## src/rtl/core/abfx_pkg.sv

```systemverilog
// Shared types, constants and codes of the AUX bus frame exchange.
`default_nettype none

package abfx_pkg;

    // Sizing
    localparam int MAX_PAYLOAD = 8;
    localparam int RX_DEPTH    = MAX_PAYLOAD + 6;
    localparam int PAYLOAD_W   = 64;
    localparam int HDR_BYTES   = 5;
    localparam int IDX_W       = $clog2(RX_DEPTH);
    localparam int CNT_W       = $clog2(RX_DEPTH + 2);
    localparam int PSEL_W      = $clog2(MAX_PAYLOAD);
    localparam int TICK_W      = 17;
    localparam int QDEPTH      = 2;
    localparam int CFG_IDX_W   = 1;
    localparam int CFG_DATA_W  = 16;

    // Frame constants
    localparam logic [7:0]        PREAMBLE      = 8'h3b;
    localparam logic [7:0]        LEN_EXTRA     = 8'd3;
    localparam logic [7:0]        MAX_SIZE      = 8'(MAX_PAYLOAD);
    localparam logic [TICK_W-1:0] TICK_MAX      = {TICK_W{1'b1}};
    localparam logic [7:0]        SOURCE_RESET  = 8'd4;
    localparam logic [15:0]       TIMEOUT_RESET = 16'd800;

    // Receive limits
    localparam logic [CNT_W-1:0] RX_FULL     = CNT_W'(RX_DEPTH);
    localparam logic [CNT_W-1:0] RX_SAT      = CNT_W'(RX_DEPTH + 1);
    localparam logic [CNT_W-1:0] RX_MIN      = CNT_W'(6);
    localparam logic [CNT_W-1:0] RX_LEN_POS  = CNT_W'(1);

    // Byte positions in a frame
    localparam logic [IDX_W-1:0] POS_PRE = IDX_W'(0);
    localparam logic [IDX_W-1:0] POS_LEN = IDX_W'(1);
    localparam logic [IDX_W-1:0] POS_SRC = IDX_W'(2);
    localparam logic [IDX_W-1:0] POS_DST = IDX_W'(3);
    localparam logic [IDX_W-1:0] POS_ID  = IDX_W'(4);
    localparam logic [IDX_W-1:0] POS_PAY = IDX_W'(HDR_BYTES);

    // Register indexes
    localparam logic [CFG_IDX_W-1:0] REG_SOURCE  = 1'b0;
    localparam logic [CFG_IDX_W-1:0] REG_TIMEOUT = 1'b1;

    // Result kinds
    localparam logic OUT_BYTE   = 1'b0;
    localparam logic OUT_STATUS = 1'b1;

    typedef enum logic [1:0] {
        CMD_SEND,
        CMD_TICK,
        CMD_RX_BYTE,
        CMD_RX_END
    } cmd_t;

    typedef enum logic [2:0] {
        ST_OK,
        ST_INVALID,
        ST_TIMEOUT,
        ST_BAD_SIZE,
        ST_CHECKSUM
    } status_t;

    typedef enum logic [1:0] {
        PH_IDLE,
        PH_WAIT_LOW,
        PH_WAIT_HIGH,
        PH_RECV
    } phase_t;

    typedef enum logic [1:0] {
        JOB_SEND,
        JOB_STATUS,
        JOB_CHECK
    } job_kind_t;

    typedef enum logic [2:0] {
        B_IDLE,
        B_SEND,
        B_STAT,
        B_WALK,
        B_CHECK
    } back_state_t;

    typedef struct packed {
        logic [1:0]           cmd;
        logic [7:0]           dest;
        logic [7:0]           msg_id;
        logic [7:0]           size;
        logic [PAYLOAD_W-1:0] payload;
        logic [7:0]           rx_byte;
        logic                 busy_level;
    } in_t;

    typedef struct packed {
        logic                 out_kind;
        logic [7:0]           tx_byte;
        logic                 last;
        logic [2:0]           status;
        logic [7:0]           resp_length;
        logic [7:0]           resp_source;
        logic [7:0]           resp_dest;
        logic [7:0]           resp_id;
        logic [PAYLOAD_W-1:0] resp_payload;
    } out_t;

    // Work handed from front to back; size carries the length byte for a check
    typedef struct packed {
        job_kind_t            kind;
        status_t              status;
        logic [7:0]           src;
        logic [7:0]           dest;
        logic [7:0]           msg_id;
        logic [7:0]           size;
        logic [PAYLOAD_W-1:0] payload;
    } job_t;

    typedef struct packed {
        logic check_done;
    } back_stat_t;

endpackage

`default_nettype wire

```

## src/rtl/core/abfx_ifs.sv

```systemverilog
// Valid/ready channel interfaces for items and results.
`default_nettype none

interface abfx_item_if;
    logic           valid;
    logic           ready;
    abfx_pkg::in_t  data;

    modport source (output valid, output data, input ready);
    modport sink (input valid, input data, output ready);
endinterface

interface abfx_result_if;
    logic           valid;
    logic           ready;
    abfx_pkg::out_t data;

    modport source (output valid, output data, input ready);
    modport sink (input valid, input data, output ready);
endinterface

`default_nettype wire

```

## src/rtl/core/abfx_ram.sv

```systemverilog
// Generic single-write, single-read RAM with registered read data.
`default_nettype none

module abfx_ram #(
    parameter int WIDTH = 8,
    parameter int DEPTH = 16
) (
    input  wire logic                     clk,
    input  wire logic                     we,
    input  wire logic [$clog2(DEPTH)-1:0] waddr,
    input  wire logic [WIDTH-1:0]         wdata,
    input  wire logic [$clog2(DEPTH)-1:0] raddr,
    output logic      [WIDTH-1:0]         rdata
);

    logic [WIDTH-1:0] mem [DEPTH];

    // Write port
    always_ff @(posedge clk)
    begin
        if (we)
        begin
            mem[waddr] <= wdata;
        end
    end

    // Registered read port
    always_ff @(posedge clk)
    begin
        rdata <= mem[raddr];
    end

endmodule

`default_nettype wire

```

## src/rtl/core/abfx_queue.sv

```systemverilog
// Two-entry job queue between front and back.
`default_nettype none

module abfx_queue (
    input  wire logic           clk,
    input  wire logic           rst_n,
    input  wire logic           push,
    input  abfx_pkg::job_t      push_job,
    output logic                full,
    output logic                valid,
    output abfx_pkg::job_t      head,
    input  wire logic           pop
);

    localparam int PTR_W = (abfx_pkg::QDEPTH > 1) ? $clog2(abfx_pkg::QDEPTH) : 1;
    localparam int NUM_W = $clog2(abfx_pkg::QDEPTH + 1);
    localparam logic [PTR_W-1:0] PTR_LAST = PTR_W'(abfx_pkg::QDEPTH - 1);
    localparam logic [NUM_W-1:0] NUM_FULL = NUM_W'(abfx_pkg::QDEPTH);

    abfx_pkg::job_t   entry_reg [abfx_pkg::QDEPTH];
    logic [PTR_W-1:0] wr_ptr_reg, wr_ptr_next;
    logic [PTR_W-1:0] rd_ptr_reg, rd_ptr_next;
    logic [NUM_W-1:0] num_reg, num_next;

    assign full  = (num_reg == NUM_FULL);
    assign valid = (num_reg != '0);
    assign head  = entry_reg[rd_ptr_reg];

    // Advance pointers and occupancy
    always_comb
    begin
        wr_ptr_next = wr_ptr_reg;
        rd_ptr_next = rd_ptr_reg;
        num_next    = num_reg;
        if (push)
        begin
            wr_ptr_next = (wr_ptr_reg == PTR_LAST) ? '0 : wr_ptr_reg + 1'b1;
        end
        if (pop)
        begin
            rd_ptr_next = (rd_ptr_reg == PTR_LAST) ? '0 : rd_ptr_reg + 1'b1;
        end
        if (push && !pop)
        begin
            num_next = num_reg + 1'b1;
        end
        else if (pop && !push)
        begin
            num_next = num_reg - 1'b1;
        end
    end

    always_ff @(posedge clk or negedge rst_n)
    begin
        if (!rst_n)
        begin
            wr_ptr_reg <= '0;
            rd_ptr_reg <= '0;
            num_reg    <= '0;
        end
        else
        begin
            wr_ptr_reg <= wr_ptr_next;
            rd_ptr_reg <= rd_ptr_next;
            num_reg    <= num_next;
        end
    end

    // Store pushed jobs
    always_ff @(posedge clk)
    begin
        if (push)
        begin
            entry_reg[wr_ptr_reg] <= push_job;
        end
    end

endmodule

`default_nettype wire

```

## src/rtl/core/abfx_front.sv

```systemverilog
// Front end: accepts items, tracks the exchange phase and fills the receive buffer.
`default_nettype none

module abfx_front (
    input  wire logic                                 clk,
    input  wire logic                                 rst_n,
    abfx_item_if.sink                                 item,
    input  wire logic                                 wr_en,
    input  wire logic [abfx_pkg::CFG_IDX_W-1:0]       wr_index,
    input  wire logic [abfx_pkg::CFG_DATA_W-1:0]      wr_data,
    output logic                                      q_push,
    output abfx_pkg::job_t                            q_job,
    input  wire logic                                 q_full,
    input  abfx_pkg::back_stat_t                      bstat,
    output logic                                      ram_we,
    output logic [abfx_pkg::IDX_W-1:0]                ram_waddr,
    output logic [7:0]                                ram_wdata
);

    abfx_pkg::phase_t                 phase_reg, phase_next;
    logic [abfx_pkg::TICK_W-1:0]      tick_reg, tick_next;
    logic [abfx_pkg::TICK_W-1:0]      tick_inc;
    logic [abfx_pkg::CNT_W-1:0]       rx_cnt_reg, rx_cnt_next;
    logic [7:0]                       len_reg, len_next;
    logic                             pend_reg, pend_next;
    logic [7:0]                       src_reg, src_next;
    logic [15:0]                      timeout_reg, timeout_next;
    logic                             accept;
    logic [8:0]                       len_span;

    // Hold off new items while a checksum walk owns the buffer or the job queue is full
    assign item.ready = !pend_reg && !q_full;
    assign accept     = item.valid && item.ready;
    assign tick_inc   = (tick_reg == abfx_pkg::TICK_MAX) ? tick_reg : tick_reg + 1'b1;
    assign len_span   = {1'b0, len_reg} + 9'd2;

    assign ram_waddr  = rx_cnt_reg[abfx_pkg::IDX_W-1:0];
    assign ram_wdata  = item.data.rx_byte;

    // Classify the accepted item and update the exchange state
    always_comb
    begin
        phase_next     = phase_reg;
        tick_next      = tick_reg;
        rx_cnt_next    = rx_cnt_reg;
        len_next       = len_reg;
        pend_next      = pend_reg;
        src_next       = src_reg;
        timeout_next   = timeout_reg;
        ram_we         = 1'b0;
        q_push         = 1'b0;
        q_job.kind     = abfx_pkg::JOB_STATUS;
        q_job.status   = abfx_pkg::ST_OK;
        q_job.src      = src_reg;
        q_job.dest     = item.data.dest;
        q_job.msg_id   = item.data.msg_id;
        q_job.size     = item.data.size;
        q_job.payload  = item.data.payload;

        if (accept)
        begin
            case (abfx_pkg::cmd_t'(item.data.cmd))
                abfx_pkg::CMD_SEND:
                begin
                    q_push = 1'b1;
                    if (item.data.size > abfx_pkg::MAX_SIZE)
                    begin
                        q_job.status = abfx_pkg::ST_INVALID;
                    end
                    else
                    begin
                        q_job.kind  = abfx_pkg::JOB_SEND;
                        phase_next  = abfx_pkg::PH_WAIT_LOW;
                        tick_next   = '0;
                        rx_cnt_next = '0;
                    end
                end
                abfx_pkg::CMD_TICK:
                begin
                    if (phase_reg == abfx_pkg::PH_WAIT_LOW ||
                        phase_reg == abfx_pkg::PH_WAIT_HIGH)
                    begin
                        tick_next = tick_inc;
                        if (phase_reg == abfx_pkg::PH_WAIT_LOW && !item.data.busy_level)
                        begin
                            phase_next = abfx_pkg::PH_WAIT_HIGH;
                        end
                        else if (phase_reg == abfx_pkg::PH_WAIT_HIGH &&
                                 item.data.busy_level)
                        begin
                            phase_next = abfx_pkg::PH_RECV;
                        end
                        else if (tick_inc > {1'b0, timeout_reg})
                        begin
                            phase_next   = abfx_pkg::PH_IDLE;
                            q_push       = 1'b1;
                            q_job.status = abfx_pkg::ST_TIMEOUT;
                        end
                    end
                end
                abfx_pkg::CMD_RX_BYTE:
                begin
                    if (phase_reg != abfx_pkg::PH_IDLE)
                    begin
                        if (rx_cnt_reg < abfx_pkg::RX_FULL)
                        begin
                            ram_we = 1'b1;
                        end
                        if (rx_cnt_reg == abfx_pkg::RX_LEN_POS)
                        begin
                            len_next = item.data.rx_byte;
                        end
                        if (rx_cnt_reg < abfx_pkg::RX_SAT)
                        begin
                            rx_cnt_next = rx_cnt_reg + 1'b1;
                        end
                    end
                end
                abfx_pkg::CMD_RX_END:
                begin
                    if (phase_reg == abfx_pkg::PH_RECV)
                    begin
                        phase_next = abfx_pkg::PH_IDLE;
                        q_push     = 1'b1;
                        if (rx_cnt_reg >= abfx_pkg::RX_FULL ||
                            rx_cnt_reg <= abfx_pkg::RX_MIN ||
                            len_span >= 9'(rx_cnt_reg))
                        begin
                            q_job.status = abfx_pkg::ST_BAD_SIZE;
                        end
                        else
                        begin
                            q_job.kind = abfx_pkg::JOB_CHECK;
                            q_job.size = len_reg;
                            pend_next  = 1'b1;
                        end
                    end
                end
                default:
                begin
                    phase_next = phase_reg;
                end
            endcase
        end

        // Release the buffer once the back end reports the check
        if (bstat.check_done)
        begin
            pend_next = 1'b0;
        end

        // Configuration writes
        if (wr_en)
        begin
            case (wr_index)
                abfx_pkg::REG_SOURCE:  src_next     = wr_data[7:0];
                abfx_pkg::REG_TIMEOUT: timeout_next = wr_data;
                default:               src_next     = src_reg;
            endcase
        end
    end

    always_ff @(posedge clk or negedge rst_n)
    begin
        if (!rst_n)
        begin
            phase_reg   <= abfx_pkg::PH_IDLE;
            tick_reg    <= '0;
            rx_cnt_reg  <= '0;
            pend_reg    <= 1'b0;
            src_reg     <= abfx_pkg::SOURCE_RESET;
            timeout_reg <= abfx_pkg::TIMEOUT_RESET;
        end
        else
        begin
            phase_reg   <= phase_next;
            tick_reg    <= tick_next;
            rx_cnt_reg  <= rx_cnt_next;
            pend_reg    <= pend_next;
            src_reg     <= src_next;
            timeout_reg <= timeout_next;
        end
    end

    always_ff @(posedge clk)
    begin
        len_reg <= len_next;
    end

endmodule

`default_nettype wire

```

## src/rtl/core/abfx_back.sv

```systemverilog
// Back end: emits frame bytes and status beats, and walks the buffer for the response check.
`default_nettype none

module abfx_back (
    input  wire logic                          clk,
    input  wire logic                          rst_n,
    input  wire logic                          q_valid,
    input  abfx_pkg::job_t                     q_job,
    output logic                               q_pop,
    output logic [abfx_pkg::IDX_W-1:0]         ram_raddr,
    input  wire logic [7:0]                    ram_rdata,
    output abfx_pkg::back_stat_t               bstat,
    abfx_result_if.source                      result
);

    abfx_pkg::back_state_t              state_reg, state_next;
    abfx_pkg::job_t                     job_reg, job_next;
    logic [abfx_pkg::IDX_W-1:0]         idx_reg, idx_next;
    logic [7:0]                         sum_reg, sum_next;
    logic [abfx_pkg::CNT_W-1:0]         ptr_reg, ptr_next;
    logic [abfx_pkg::CNT_W-1:0]         d_reg, d_next;
    logic                               dvalid_reg, dvalid_next;
    logic [7:0]                         chk_reg, chk_next;
    logic [7:0]                         rlen_reg, rlen_next;
    logic [7:0]                         rsrc_reg, rsrc_next;
    logic [7:0]                         rdst_reg, rdst_next;
    logic [7:0]                         rid_reg, rid_next;
    logic [abfx_pkg::PAYLOAD_W-1:0]     rpay_reg, rpay_next;
    logic                               out_valid_reg, out_valid_next;
    abfx_pkg::out_t                     out_reg, out_next;

    logic                               out_free;
    logic                               send_last;
    logic [7:0]                         send_byte;
    logic [7:0]                         pay_byte;
    logic [abfx_pkg::IDX_W-1:0]         idx_off;
    logic [abfx_pkg::PSEL_W-1:0]        psel_tx;
    logic [abfx_pkg::CNT_W-1:0]         d_off;
    logic [abfx_pkg::PSEL_W-1:0]        psel_rx;
    logic [8:0]                         len_chk;
    logic [8:0]                         walk_end9;
    logic [abfx_pkg::CNT_W-1:0]         walk_end;
    logic                               walk_last;
    logic                               d_in_sum;

    assign result.valid = out_valid_reg;
    assign result.data  = out_reg;
    assign ram_raddr    = ptr_reg[abfx_pkg::IDX_W-1:0];
    assign out_free     = !out_valid_reg || result.ready;

    // Frame byte selection
    assign send_last = ({{(8 - abfx_pkg::IDX_W){1'b0}}, idx_reg} ==
                        job_reg.size + 8'(abfx_pkg::HDR_BYTES));
    assign idx_off   = idx_reg - abfx_pkg::POS_PAY;
    assign psel_tx   = idx_off[abfx_pkg::PSEL_W-1:0];

    always_comb
    begin
        pay_byte = '0;
        for (int k = 0; k < abfx_pkg::MAX_PAYLOAD; k++)
        begin
            if (psel_tx == abfx_pkg::PSEL_W'(k))
            begin
                pay_byte = job_reg.payload[8*k +: 8];
            end
        end
    end

    always_comb
    begin
        if (send_last)
        begin
            send_byte = 8'd0 - sum_reg;
        end
        else
        begin
            case (idx_reg)
                abfx_pkg::POS_PRE: send_byte = abfx_pkg::PREAMBLE;
                abfx_pkg::POS_LEN: send_byte = job_reg.size + abfx_pkg::LEN_EXTRA;
                abfx_pkg::POS_SRC: send_byte = job_reg.src;
                abfx_pkg::POS_DST: send_byte = job_reg.dest;
                abfx_pkg::POS_ID:  send_byte = job_reg.msg_id;
                default:           send_byte = pay_byte;
            endcase
        end
    end

    // Walk limits: header bytes always, checksum byte at length + 2
    assign len_chk   = {1'b0, job_reg.size} + 9'd2;
    assign walk_end9 = (len_chk > 9'(abfx_pkg::POS_ID)) ? len_chk : 9'(abfx_pkg::POS_ID);
    assign walk_end  = walk_end9[abfx_pkg::CNT_W-1:0];
    assign walk_last = dvalid_reg && (d_reg == walk_end);
    assign d_in_sum  = (9'(d_reg) < len_chk);
    assign d_off     = d_reg - abfx_pkg::CNT_W'(abfx_pkg::HDR_BYTES);
    assign psel_rx   = d_off[abfx_pkg::PSEL_W-1:0];

    // Next state
    always_comb
    begin
        state_next = state_reg;
        case (state_reg)
            abfx_pkg::B_IDLE:
            begin
                if (q_valid)
                begin
                    case (q_job.kind)
                        abfx_pkg::JOB_SEND:  state_next = abfx_pkg::B_SEND;
                        abfx_pkg::JOB_CHECK: state_next = abfx_pkg::B_WALK;
                        default:             state_next = abfx_pkg::B_STAT;
                    endcase
                end
            end
            abfx_pkg::B_SEND:
            begin
                if (out_free && send_last)
                begin
                    state_next = abfx_pkg::B_IDLE;
                end
            end
            abfx_pkg::B_STAT:
            begin
                if (out_free)
                begin
                    state_next = abfx_pkg::B_IDLE;
                end
            end
            abfx_pkg::B_WALK:
            begin
                if (walk_last)
                begin
                    state_next = abfx_pkg::B_CHECK;
                end
            end
            abfx_pkg::B_CHECK:
            begin
                if (out_free)
                begin
                    state_next = abfx_pkg::B_IDLE;
                end
            end
            default:
            begin
                state_next = abfx_pkg::B_IDLE;
            end
        endcase
    end

    // Datapath and outputs
    always_comb
    begin
        job_next         = job_reg;
        idx_next         = idx_reg;
        sum_next         = sum_reg;
        ptr_next         = ptr_reg;
        d_next           = d_reg;
        dvalid_next      = 1'b0;
        chk_next         = chk_reg;
        rlen_next        = rlen_reg;
        rsrc_next        = rsrc_reg;
        rdst_next        = rdst_reg;
        rid_next         = rid_reg;
        rpay_next        = rpay_reg;
        out_valid_next   = out_valid_reg && !result.ready;
        out_next         = out_reg;
        q_pop            = 1'b0;
        bstat.check_done = 1'b0;

        case (state_reg)
            abfx_pkg::B_IDLE:
            begin
                if (q_valid)
                begin
                    q_pop     = 1'b1;
                    job_next  = q_job;
                    idx_next  = '0;
                    sum_next  = '0;
                    ptr_next  = abfx_pkg::CNT_W'(1);
                    rpay_next = '0;
                end
            end
            abfx_pkg::B_SEND:
            begin
                if (out_free)
                begin
                    out_valid_next = 1'b1;
                    out_next       = '0;
                    out_next.out_kind = abfx_pkg::OUT_BYTE;
                    out_next.tx_byte  = send_byte;
                    out_next.last     = send_last;
                    out_next.status   = abfx_pkg::ST_OK;
                    idx_next          = idx_reg + 1'b1;
                    if (idx_reg != abfx_pkg::POS_PRE)
                    begin
                        sum_next = sum_reg + send_byte;
                    end
                end
            end
            abfx_pkg::B_STAT:
            begin
                if (out_free)
                begin
                    out_valid_next    = 1'b1;
                    out_next          = '0;
                    out_next.out_kind = abfx_pkg::OUT_STATUS;
                    out_next.last     = 1'b1;
                    out_next.status   = job_reg.status;
                end
            end
            abfx_pkg::B_WALK:
            begin
                // Issue one read a cycle up to the last needed byte
                if (ptr_reg <= walk_end)
                begin
                    ptr_next    = ptr_reg + 1'b1;
                    d_next      = ptr_reg;
                    dvalid_next = 1'b1;
                end
                // Fold in the byte read last cycle
                if (dvalid_reg)
                begin
                    case (d_reg[abfx_pkg::IDX_W-1:0])
                        abfx_pkg::POS_LEN: rlen_next = ram_rdata;
                        abfx_pkg::POS_SRC: rsrc_next = ram_rdata;
                        abfx_pkg::POS_DST: rdst_next = ram_rdata;
                        abfx_pkg::POS_ID:  rid_next  = ram_rdata;
                        default:           rlen_next = rlen_reg;
                    endcase
                    if (d_in_sum)
                    begin
                        sum_next = sum_reg + ram_rdata;
                    end
                    if (d_in_sum && d_reg >= abfx_pkg::CNT_W'(abfx_pkg::HDR_BYTES))
                    begin
                        for (int k = 0; k < abfx_pkg::MAX_PAYLOAD; k++)
                        begin
                            if (psel_rx == abfx_pkg::PSEL_W'(k))
                            begin
                                rpay_next[8*k +: 8] = ram_rdata;
                            end
                        end
                    end
                    if (9'(d_reg) == len_chk)
                    begin
                        chk_next = ram_rdata;
                    end
                end
            end
            abfx_pkg::B_CHECK:
            begin
                if (out_free)
                begin
                    out_valid_next        = 1'b1;
                    out_next.out_kind     = abfx_pkg::OUT_STATUS;
                    out_next.tx_byte      = '0;
                    out_next.last         = 1'b1;
                    out_next.status       = ((8'd0 - sum_reg) == chk_reg) ?
                                            abfx_pkg::ST_OK : abfx_pkg::ST_CHECKSUM;
                    out_next.resp_length  = rlen_reg;
                    out_next.resp_source  = rsrc_reg;
                    out_next.resp_dest    = rdst_reg;
                    out_next.resp_id      = rid_reg;
                    out_next.resp_payload = rpay_reg;
                    bstat.check_done      = 1'b1;
                end
            end
            default:
            begin
                out_next = out_reg;
            end
        endcase
    end

    always_ff @(posedge clk or negedge rst_n)
    begin
        if (!rst_n)
        begin
            state_reg     <= abfx_pkg::B_IDLE;
            out_valid_reg <= 1'b0;
            dvalid_reg    <= 1'b0;
        end
        else
        begin
            state_reg     <= state_next;
            out_valid_reg <= out_valid_next;
            dvalid_reg    <= dvalid_next;
        end
    end

    always_ff @(posedge clk)
    begin
        job_reg  <= job_next;
        idx_reg  <= idx_next;
        sum_reg  <= sum_next;
        ptr_reg  <= ptr_next;
        d_reg    <= d_next;
        chk_reg  <= chk_next;
        rlen_reg <= rlen_next;
        rsrc_reg <= rsrc_next;
        rdst_reg <= rdst_next;
        rid_reg  <= rid_next;
        rpay_reg <= rpay_next;
        out_reg  <= out_next;
    end

    // Jobs leave the queue only when the back end is free
    a_pop_idle: assert property (@(posedge clk) disable iff (!rst_n)
        q_pop |-> state_reg == abfx_pkg::B_IDLE)
        else $error("job popped while back end busy");

    // Frame byte counter never runs past the checksum byte
    a_send_idx: assert property (@(posedge clk) disable iff (!rst_n)
        state_reg == abfx_pkg::B_SEND |->
            {{(8 - abfx_pkg::IDX_W){1'b0}}, idx_reg} <=
            job_reg.size + 8'(abfx_pkg::HDR_BYTES))
        else $error("frame byte index past checksum");

    // Read pointer stays within one past the walk end
    a_walk_ptr: assert property (@(posedge clk) disable iff (!rst_n)
        state_reg == abfx_pkg::B_WALK |-> ptr_reg <= walk_end + 1'b1)
        else $error("buffer walk overran");

    // A completed check shows up as a final status beat
    a_check_beat: assert property (@(posedge clk) disable iff (!rst_n)
        bstat.check_done |=> out_valid_reg && out_reg.last &&
            out_reg.out_kind == abfx_pkg::OUT_STATUS)
        else $error("check completion without status beat");

endmodule

`default_nettype wire

```

## src/rtl/core/aux_bus_frame_exchange.sv

```systemverilog
// Top level of the AUX bus frame exchange: front, job queue, receive buffer and back.
//
//  channel  | dir | beat contents
//  ---------+-----+---------------------------------------------------------
//  item     | in  | cmd, dest, msg_id, size, payload, rx_byte, busy_level
//  result   | out | out_kind, tx_byte, last, status, resp_* fields
//  wr_*     | in  | wr_index selects source address or timeout, wr_data
//
//  A send gives size + 6 byte beats, one per cycle while result is ready, after
//  passing through the job queue. A response check reads max(4, length + 2)
//  buffer bytes at one per cycle from the single RAM read port, then gives one
//  status beat; item is held off until that beat is loaded. Reset is
//  asynchronous; there is no clearing pass. A stalled result stalls the back
//  end only; the front keeps taking items until the two-entry queue fills or
//  a response check is pending.
`default_nettype none

module aux_bus_frame_exchange (
    input  wire logic                               clk,
    input  wire logic                               rst_n,
    abfx_item_if.sink                               item,
    abfx_result_if.source                           result,
    input  wire logic                               wr_en,
    input  wire logic [abfx_pkg::CFG_IDX_W-1:0]     wr_index,
    input  wire logic [abfx_pkg::CFG_DATA_W-1:0]    wr_data
);

    logic                           q_push;
    abfx_pkg::job_t                 q_job;
    logic                           q_full;
    logic                           q_valid;
    abfx_pkg::job_t                 q_head;
    logic                           q_pop;
    abfx_pkg::back_stat_t           bstat;
    logic                           ram_we;
    logic [abfx_pkg::IDX_W-1:0]     ram_waddr;
    logic [7:0]                     ram_wdata;
    logic [abfx_pkg::IDX_W-1:0]     ram_raddr;
    logic [7:0]                     ram_rdata;

    abfx_front u_front (
        .clk       (clk),
        .rst_n     (rst_n),
        .item      (item),
        .wr_en     (wr_en),
        .wr_index  (wr_index),
        .wr_data   (wr_data),
        .q_push    (q_push),
        .q_job     (q_job),
        .q_full    (q_full),
        .bstat     (bstat),
        .ram_we    (ram_we),
        .ram_waddr (ram_waddr),
        .ram_wdata (ram_wdata)
    );

    abfx_queue u_queue (
        .clk      (clk),
        .rst_n    (rst_n),
        .push     (q_push),
        .push_job (q_job),
        .full     (q_full),
        .valid    (q_valid),
        .head     (q_head),
        .pop      (q_pop)
    );

    abfx_ram #(
        .WIDTH (8),
        .DEPTH (abfx_pkg::RX_DEPTH)
    ) u_rx_buf (
        .clk   (clk),
        .we    (ram_we),
        .waddr (ram_waddr),
        .wdata (ram_wdata),
        .raddr (ram_raddr),
        .rdata (ram_rdata)
    );

    abfx_back u_back (
        .clk       (clk),
        .rst_n     (rst_n),
        .q_valid   (q_valid),
        .q_job     (q_head),
        .q_pop     (q_pop),
        .ram_raddr (ram_raddr),
        .ram_rdata (ram_rdata),
        .bstat     (bstat),
        .result    (result)
    );

endmodule

`default_nettype wire
```

## src/flat_wrapper.sv

```systemverilog
// flat-port wrapper written by rule: the top's interface ports become plain ports
module aux_bus_frame_exchange_flat 
  (clk, rst_n, wr_en, wr_index, wr_data, item_valid, item_data, item_ready, result_valid, result_data, result_ready);
  abfx_item_if item_i ();
  abfx_result_if result_i ();
  input  wire logic clk;
  input  wire logic rst_n;
  input  wire logic wr_en;
  input  wire logic [abfx_pkg::CFG_IDX_W-1:0] wr_index;
  input  wire logic [abfx_pkg::CFG_DATA_W-1:0] wr_data;
  input wire logic [$bits(item_i.valid)-1:0] item_valid;
  input wire logic [$bits(item_i.data)-1:0] item_data;
  output wire logic [$bits(item_i.ready)-1:0] item_ready;
  output wire logic [$bits(result_i.valid)-1:0] result_valid;
  output wire logic [$bits(result_i.data)-1:0] result_data;
  input wire logic [$bits(result_i.ready)-1:0] result_ready;
  assign item_i.valid = item_valid;
  assign item_i.data = item_data;
  assign item_ready = item_i.ready;
  assign result_valid = result_i.valid;
  assign result_data = result_i.data;
  assign result_i.ready = result_ready;
  aux_bus_frame_exchange u_core (.clk(clk), .rst_n(rst_n), .item(item_i), .result(result_i), .wr_en(wr_en), .wr_index(wr_index), .wr_data(wr_data));
endmodule
```

## config.mk

```make
export PLATFORM = sky130hd
export DESIGN_NAME = aux_bus_frame_exchange_flat
export DESIGN_NICKNAME = d
export VERILOG_FILES = /design/src/rtl/core/abfx_pkg.sv /design/src/rtl/core/abfx_ifs.sv /design/src/rtl/core/abfx_ram.sv /design/src/rtl/core/abfx_queue.sv /design/src/rtl/core/abfx_front.sv /design/src/rtl/core/abfx_back.sv /design/src/rtl/core/aux_bus_frame_exchange.sv /design/src/flat_wrapper.sv
export SDC_FILE = /design/constraint.sdc
export NUM_CORES = 1
export LEC_CHECK = 0
export ABC_AREA = 0
export BUFFER_PORTS_ARGS = -buffer_cell sky130_fd_sc_hd__buf_2
export CAP_MARGIN = 20
export CORE_MARGIN = 3
export CORE_UTILIZATION = 55
export DETAILED_ROUTE_END_ITERATION = 8
export PLACE_DENSITY = 0.74
export SLEW_MARGIN = 20
export SYNTH_ARGS = -nofsm -noshare
export SYNTH_HDL_FRONTEND = slang
export SYNTH_SLANG_ARGS = --single-unit
```

## constraint.sdc

```tcl
create_clock -name clk -period 15.35 [get_ports clk]
set_clock_uncertainty 0.1 [all_clocks]
set_input_delay 3.07 -clock clk [delete_from_list [all_inputs] [get_ports clk]]
set_output_delay 3.07 -clock clk [all_outputs]
set_load 0.01 [all_outputs]
```

# [Yosys cells after proc, flatten, opt, wreduce, memory -nomap -nowiden]
# Memory sizes are Yosys's and may differ from the RTL's. A register that Yosys moved wholly into a read port is not among the register bits.
# Cells that the tools add are included.
[word_totals] register_bits=397 mem_bits_rw=314 out_inout_bits=111 word_cells=322 n_memories=2
[memory_table] name="u_core.u_queue.entry_reg" depth=2 width=101 read_ports=1 rd_ports_with_merged_regs=0 write_ports=1 line="abfx_queue.sv:20" text="abfx_pkg::job_t entry_reg [abfx_pkg::QDEPTH];"
[memory_table] name="u_core.u_rx_buf.mem" depth=14 width=8 read_ports=1 rd_ports_with_merged_regs=1 write_ports=1 line="abfx_ram.sv:16" text="logic [WIDTH-1:0] mem [DEPTH];"
[op_classes] n_addsub=17 order_cmp=11 eq_ne=67 mux=109 bitwise=1 n_reduce_logical=70
[ops] cell="109-bit two-way mux" count=3
[ops] cell="109-bit case mux with 3 select lines" count=1
[ops] cell="8-bit two-way mux" count=26
[ops] cell="64-bit two-way mux" count=3
[ops] cell="64-bit case mux with 2 select lines" count=1
[ops] cell="17-bit two-way mux" count=3
[ops] cell="2-bit inequality test, second input constant" count=23
[ops] cell="5-bit AND reduction" count=9
[ops] cell="8-bit case mux with 5 select lines" count=1
[ops] cell="17-bit case mux with 2 select lines" count=1
[ops] cell="4-bit two-way mux" count=8
[ops] cell="1-bit two-way mux" count=31
[ops] cell="2-bit two-way mux" count=14
[ops] cell="3-bit equality test, second input constant" count=9
[ops] cell="4-bit case mux with 2 select lines" count=3
[ops] cell="8-bit case mux with 3 select lines" count=1
[ops] cell="3-bit AND reduction" count=7
[ops] cell="4-bit AND reduction" count=5
[ops] cell="2-bit nonzero test" count=10
[ops] cell="8-bit by 2-bit adder with 9-bit output, second input constant" count=2
[ops] cell="3-bit by 2-bit equality test with 1-bit output, second input constant" count=6
[ops] cell="17-bit by 1-bit adder with 17-bit output, second input constant" count=1
[ops] cell="17-bit equality test, second input constant" count=1
[ops] cell="17-bit by 16-bit > comparator with 1-bit output" count=1
[ops] cell="50 further kinds" count=105

# [Longest topological paths before layout]
[logic_depth] depth_word=16 mapped_depth=18

# [Modules after synthesis]
# Synthesis repeated with hierarchy kept, for this count alone.
[unflattened] cells_unflattened=1910 hier_area_um2=30478.0
[by_module_without_submodules] module="abfx_back" n_inst=1 cells_per_inst=920 area_per_inst_um2=13800.7 seq_area_each_um2=10094.7
[by_module_without_submodules] module="abfx_queue" n_inst=1 cells_per_inst=330 area_per_inst_um2=7800.0 seq_area_each_um2=6165.9
[by_module_without_submodules] module="abfx_ram" n_inst=1 cells_per_inst=210 area_per_inst_um2=4606.9 seq_area_each_um2=3523.4
[by_module_without_submodules] module="abfx_front" n_inst=1 cells_per_inst=450 area_per_inst_um2=4270.3 seq_area_each_um2=1446.4

# [Worst setup path after synthesis]
# No wires, ideal clock.
[synth_path] path_type="input to register" start="in item_data[98]" end="mem u_core.u_queue.entry_reg[0][0] in the netlist's numbering, enable pin" setup_time_ns=0.739 arrival_ns=11.607 path_slack_ns=2.904 path_stages=6 path_buffers=0 cell_sequence="inv_1 ha_1 and2_1 nand2_1 a221o_1 a311oi_1"
[synth_between] elab_chain_len=5 word_cells_on_any_way=7 classes_between="2 x eq/ne; 4 x mux; 1 x reduce/logical"
[synth_lines] item="start: declaration" line="flat_wrapper.sv:12" text="input wire logic [$bits(item_i.data)-1:0] item_data;"
[synth_lines] item="2-bit equality test, or another cell as far along" line="abfx_front.sv:62" text="case (abfx_pkg::cmd_t'(item.data.cmd))"
[synth_lines] item="1-bit case mux with 3 select lines (*)" line="abfx_front.sv:62"
[synth_lines] item="1-bit two-way mux (*)" line="abfx_front.sv:60" text="if (accept)"
[synth_lines] item="1-bit two-way mux (*)" line="abfx_queue.sv:72" text="if (push)"
[synth_lines] item="1-bit two-way mux (not written as such) (*)" line="abfx_queue.sv:74" text="entry_reg[wr_ptr_reg] <= push_job;"
[synth_lines] item="end: declaration" line="abfx_queue.sv:20"
# Every way passes the cells marked *; elsewhere a longest branch is shown, timed or not.

# [Final worst setup path]
[layout_path] start="in item_data[98]" end="mem u_core.u_queue.entry_reg[0][20] in the netlist's numbering, enable pin"
# Same word-level chain as after synthesis.

==> reports/metrics.cfg <==
[clock_network]
clock_path_buffers=3
clkTransAtPathRegs_ps=60
cts_buffers=73
htreeDepth=3
insertion_delay_ps=620
postCtsSetupBuffers=0
cts_sinks=716
cts_tree=built
root_buffer=clkbuf_16
cts_hold_buf=0
post_cts_resized=0

[grt]
track_usage_pct=21.7
grt-ovfl-total=0
grt_pass1_vias=16500
antenna_found_initial=0
grt_max_degree=105
grt_pass1_wl_um=94800

[flow_run]
cap_viol_max_count=0

[critical_path]
reg2reg_setup_slack_ps=9730
worst-endpoint-required_ps=15470
worst-setup-path-type=in2reg
critPathLaunchType=primary input
r2r_end=u_core.u_queue.entry_reg[0][20]
crit_buf_inv=4
end_kind=flip-flop
cp_slowest_stage_delay_ps=770
path_depth=9
cp_top_family=buffers and inverters
ff2ff_path_depth=14
crit_top_cell=buf_4
cp_slowest_cell=buf_4
critPathArrivalTime_ps=6280
r2r-start=u_core.u_front.tick_reg[0]
path_max_fanout=65
worstPathCellList=buf_2 -> inv_1 -> ha_1 -> and2_1 -> nand2_1 -> a221o_1 -> a311oi_4 -> buf_4 -> buf_4

[synthesis]
syn-instance-count=1823
synth_most_common_cell=edfxtp_1
ys_seq_area_share_pct=71.6
synth_common_cells=edfxtp_1, mux2_2, and3_1
synth_seq_cells=716
ys.flop_type=edfxtp_1
avgSynthCellArea_um2=16.2
ys_top_cells_by_area=edfxtp_1, mux2_2, dfrtp_1
yosys.area.top_type=edfxtp_1
synth_edf_count=651
yosysWarnings=0
async_flop_share_pct=7.96
synth_cell_type_count=84
syn-cell-area_um2=29500
synth_top_area_share_pct=66.2
synth_fp_nets=2011

[sta]
worst_slack_ps=9190
tightest_slew_ps=1090
hold_violations=0
fin_crit_sh_pct=40.1
rsz0062_at_grt=no
fmax_mhz=162
slew_violations=0
fin_tns_setup_ps=0
maxSlewHeadroom_pct=27.4
finalSetupViolations=0
period_minus_slack_ps=6160

[final_layout]
largest_reg_flops=200
fillers=3728
drive_gt1_share_pct=27.5
nets=2256
final_cells=2815
syn2layout_area_growth_pct=14.6
n_antenna_cell=0

[die]
dieHeight_um=238
start_util_pct=55.9
dieArea_um2=56500
coreArea_um2=52900
die_w_um=238
num_io_pins=232
num_rows=84

[pwr]
irDropWorstVdd_uv=139
static-leakage-power_nw=12.6
power.density_nw_per_um2=197

[routing]
drtPass1Iterations=5
remaining_drc_errors=0
vias=16400
wl_per_cell_um=21.7
drt_wl_total_um=61000
routed_via_density=5.82
drt_iter0_drc=1353
antenna_left=0

[placement]
dp_cells=2681
place_congestion=0.887
port_buffers=231
dp_hpwl_um=40200
place_ws_ps=8580

[outcome]
outcome=finished, final reports clean

[min_path]
holdCritStartpoint=u_core.u_front.src_reg[5]
hold_path.class=reg2reg
hold_end=u_core.u_queue.entry_reg[0][93]
hold_depth=0

-- power by group --
part / leakage [nW] / switching, W / total [W] / internal [W]
logic: 4.63 / 0.00116 / 0.00193 / 0.000766
clock network: 1.13 / 0.000721 / 0.00173 / 0.00100
registers: 6.83 / 0.000285 / 0.00302 / 0.00273
total: 12.6 / 0.00217 / 0.00667 / 0.00450
-- cells in the final DEF (no fill, tap or decap), types with 7 or more instances in the layout --
cell       instances
edfxtp_1         651
buf_2            232
mux2_2           138
and3_1           115
clkbuf_16         75
ha_1              66
nand2_1           62
nor2_1            59
inv_1             55
dfrtp_1           51
o21ai_0           47
xnor2_1           37
a21oi_1           37
mux4_2            35
nand3_1           32
buf_4             31
nor3_1            28
xor2_1            23
clkinv_1          18
and2_1            17
nor2b_1           17
clkbuf_1          17
nand2b_1          15
a31oi_1           15
nor4_1            14
a21o_1            13
o21a_1            12
mux2i_1            8
nand4_1            8
clkinv_2           8
o31ai_1            8
a32o_1             8
dfxtp_1            8
nor3b_1            7
a211oi_1           7
or2_2              7
-- worst register-to-register path: cells and delay by family, from the launching register on --
kind                     cells  cell delay [ps]
buffers and inverters        2             1240
AO/OA/AOI/OAI                4             1720
AND/OR/NAND/NOR              5              920
flip-flops                   1              450
XOR/XNOR                     1              170
adder cells (fa/ha/maj)      2              580
-- metrics by stage --
stage | hold slack, ps | power, W | util (%) | area (µm²)
global route | 366 | 0.00701 | 64.0 | 33800
global placement | 348 | 0.00491 | 59.5 | 31400
finish | 364 | 0.00667 | 64.0 | 33800
CTS | 363 | 0.00672 | 64.0 | 33800
detailed placement | 352 | 0.00498 | 59.5 | 31500
floorplan | 338 | 0.00433 | - | 29500
-- worst max-delay path by stage --
stage	from	endpoint	slack (ps)
6_report	item_data[98]	u_core.u_queue.entry_reg[0][20]	9190
5_1_grt	item_data[98]	u_core.u_queue.entry_reg[1][19]	8970
4_1_cts	item_data[98]	u_core.u_queue.entry_reg[0][16]	9210
3_5_place_dp	item_data[98]	u_core.u_queue.entry_reg[0][58]	8580
3_3_place_gp	item_data[98]	u_core.u_queue.entry_reg[1][19]	8670
2_1_floorplan	item_data[98]	u_core.u_queue.entry_reg[0][0]	2900
-- cells by family (layout without fill, tap and decap cells) --
family	count (synthesis)	after routing	synth area share (%)
AO/OA/AOI/OAI	224	224	5.44
XOR/XNOR	61	61	1.83
adder cells (fa/ha/maj)	67	67	2.86
buffers and inverters	150	454	2.06
flip-flops	716	716	71.6
multiplexers	182	182	8.25
AND/OR/NAND/NOR	423	423	7.96
-- metal layers --
| metal | vias to the layer above | GRT usage [%] | wire length (µm) |
|---|---|---|---|
| met5 | - | 0 | 0 |
| met4 | 0 | 6.05 | 1120 |
| met3 | 74 | 3.83 | 3940 |
| met2 | 522 | 35.4 | 30100 |
| met1 | 8257 | 30.7 | 25800 |
| li1 | 7535 | - | - |
-- area by class of cell --
cell class                 count  area (µm²)  area share [%]
clock buffer                  92        1940            5.73
clock inverter                42         404            1.19
inverter                      57         215           0.636
multi-input combinational    957        7880            23.3
sequential                   716       21100            62.5
tap                          688         861            2.54
timing repair buffer         263        1390            4.12
(Power assumes the default switching activity.)
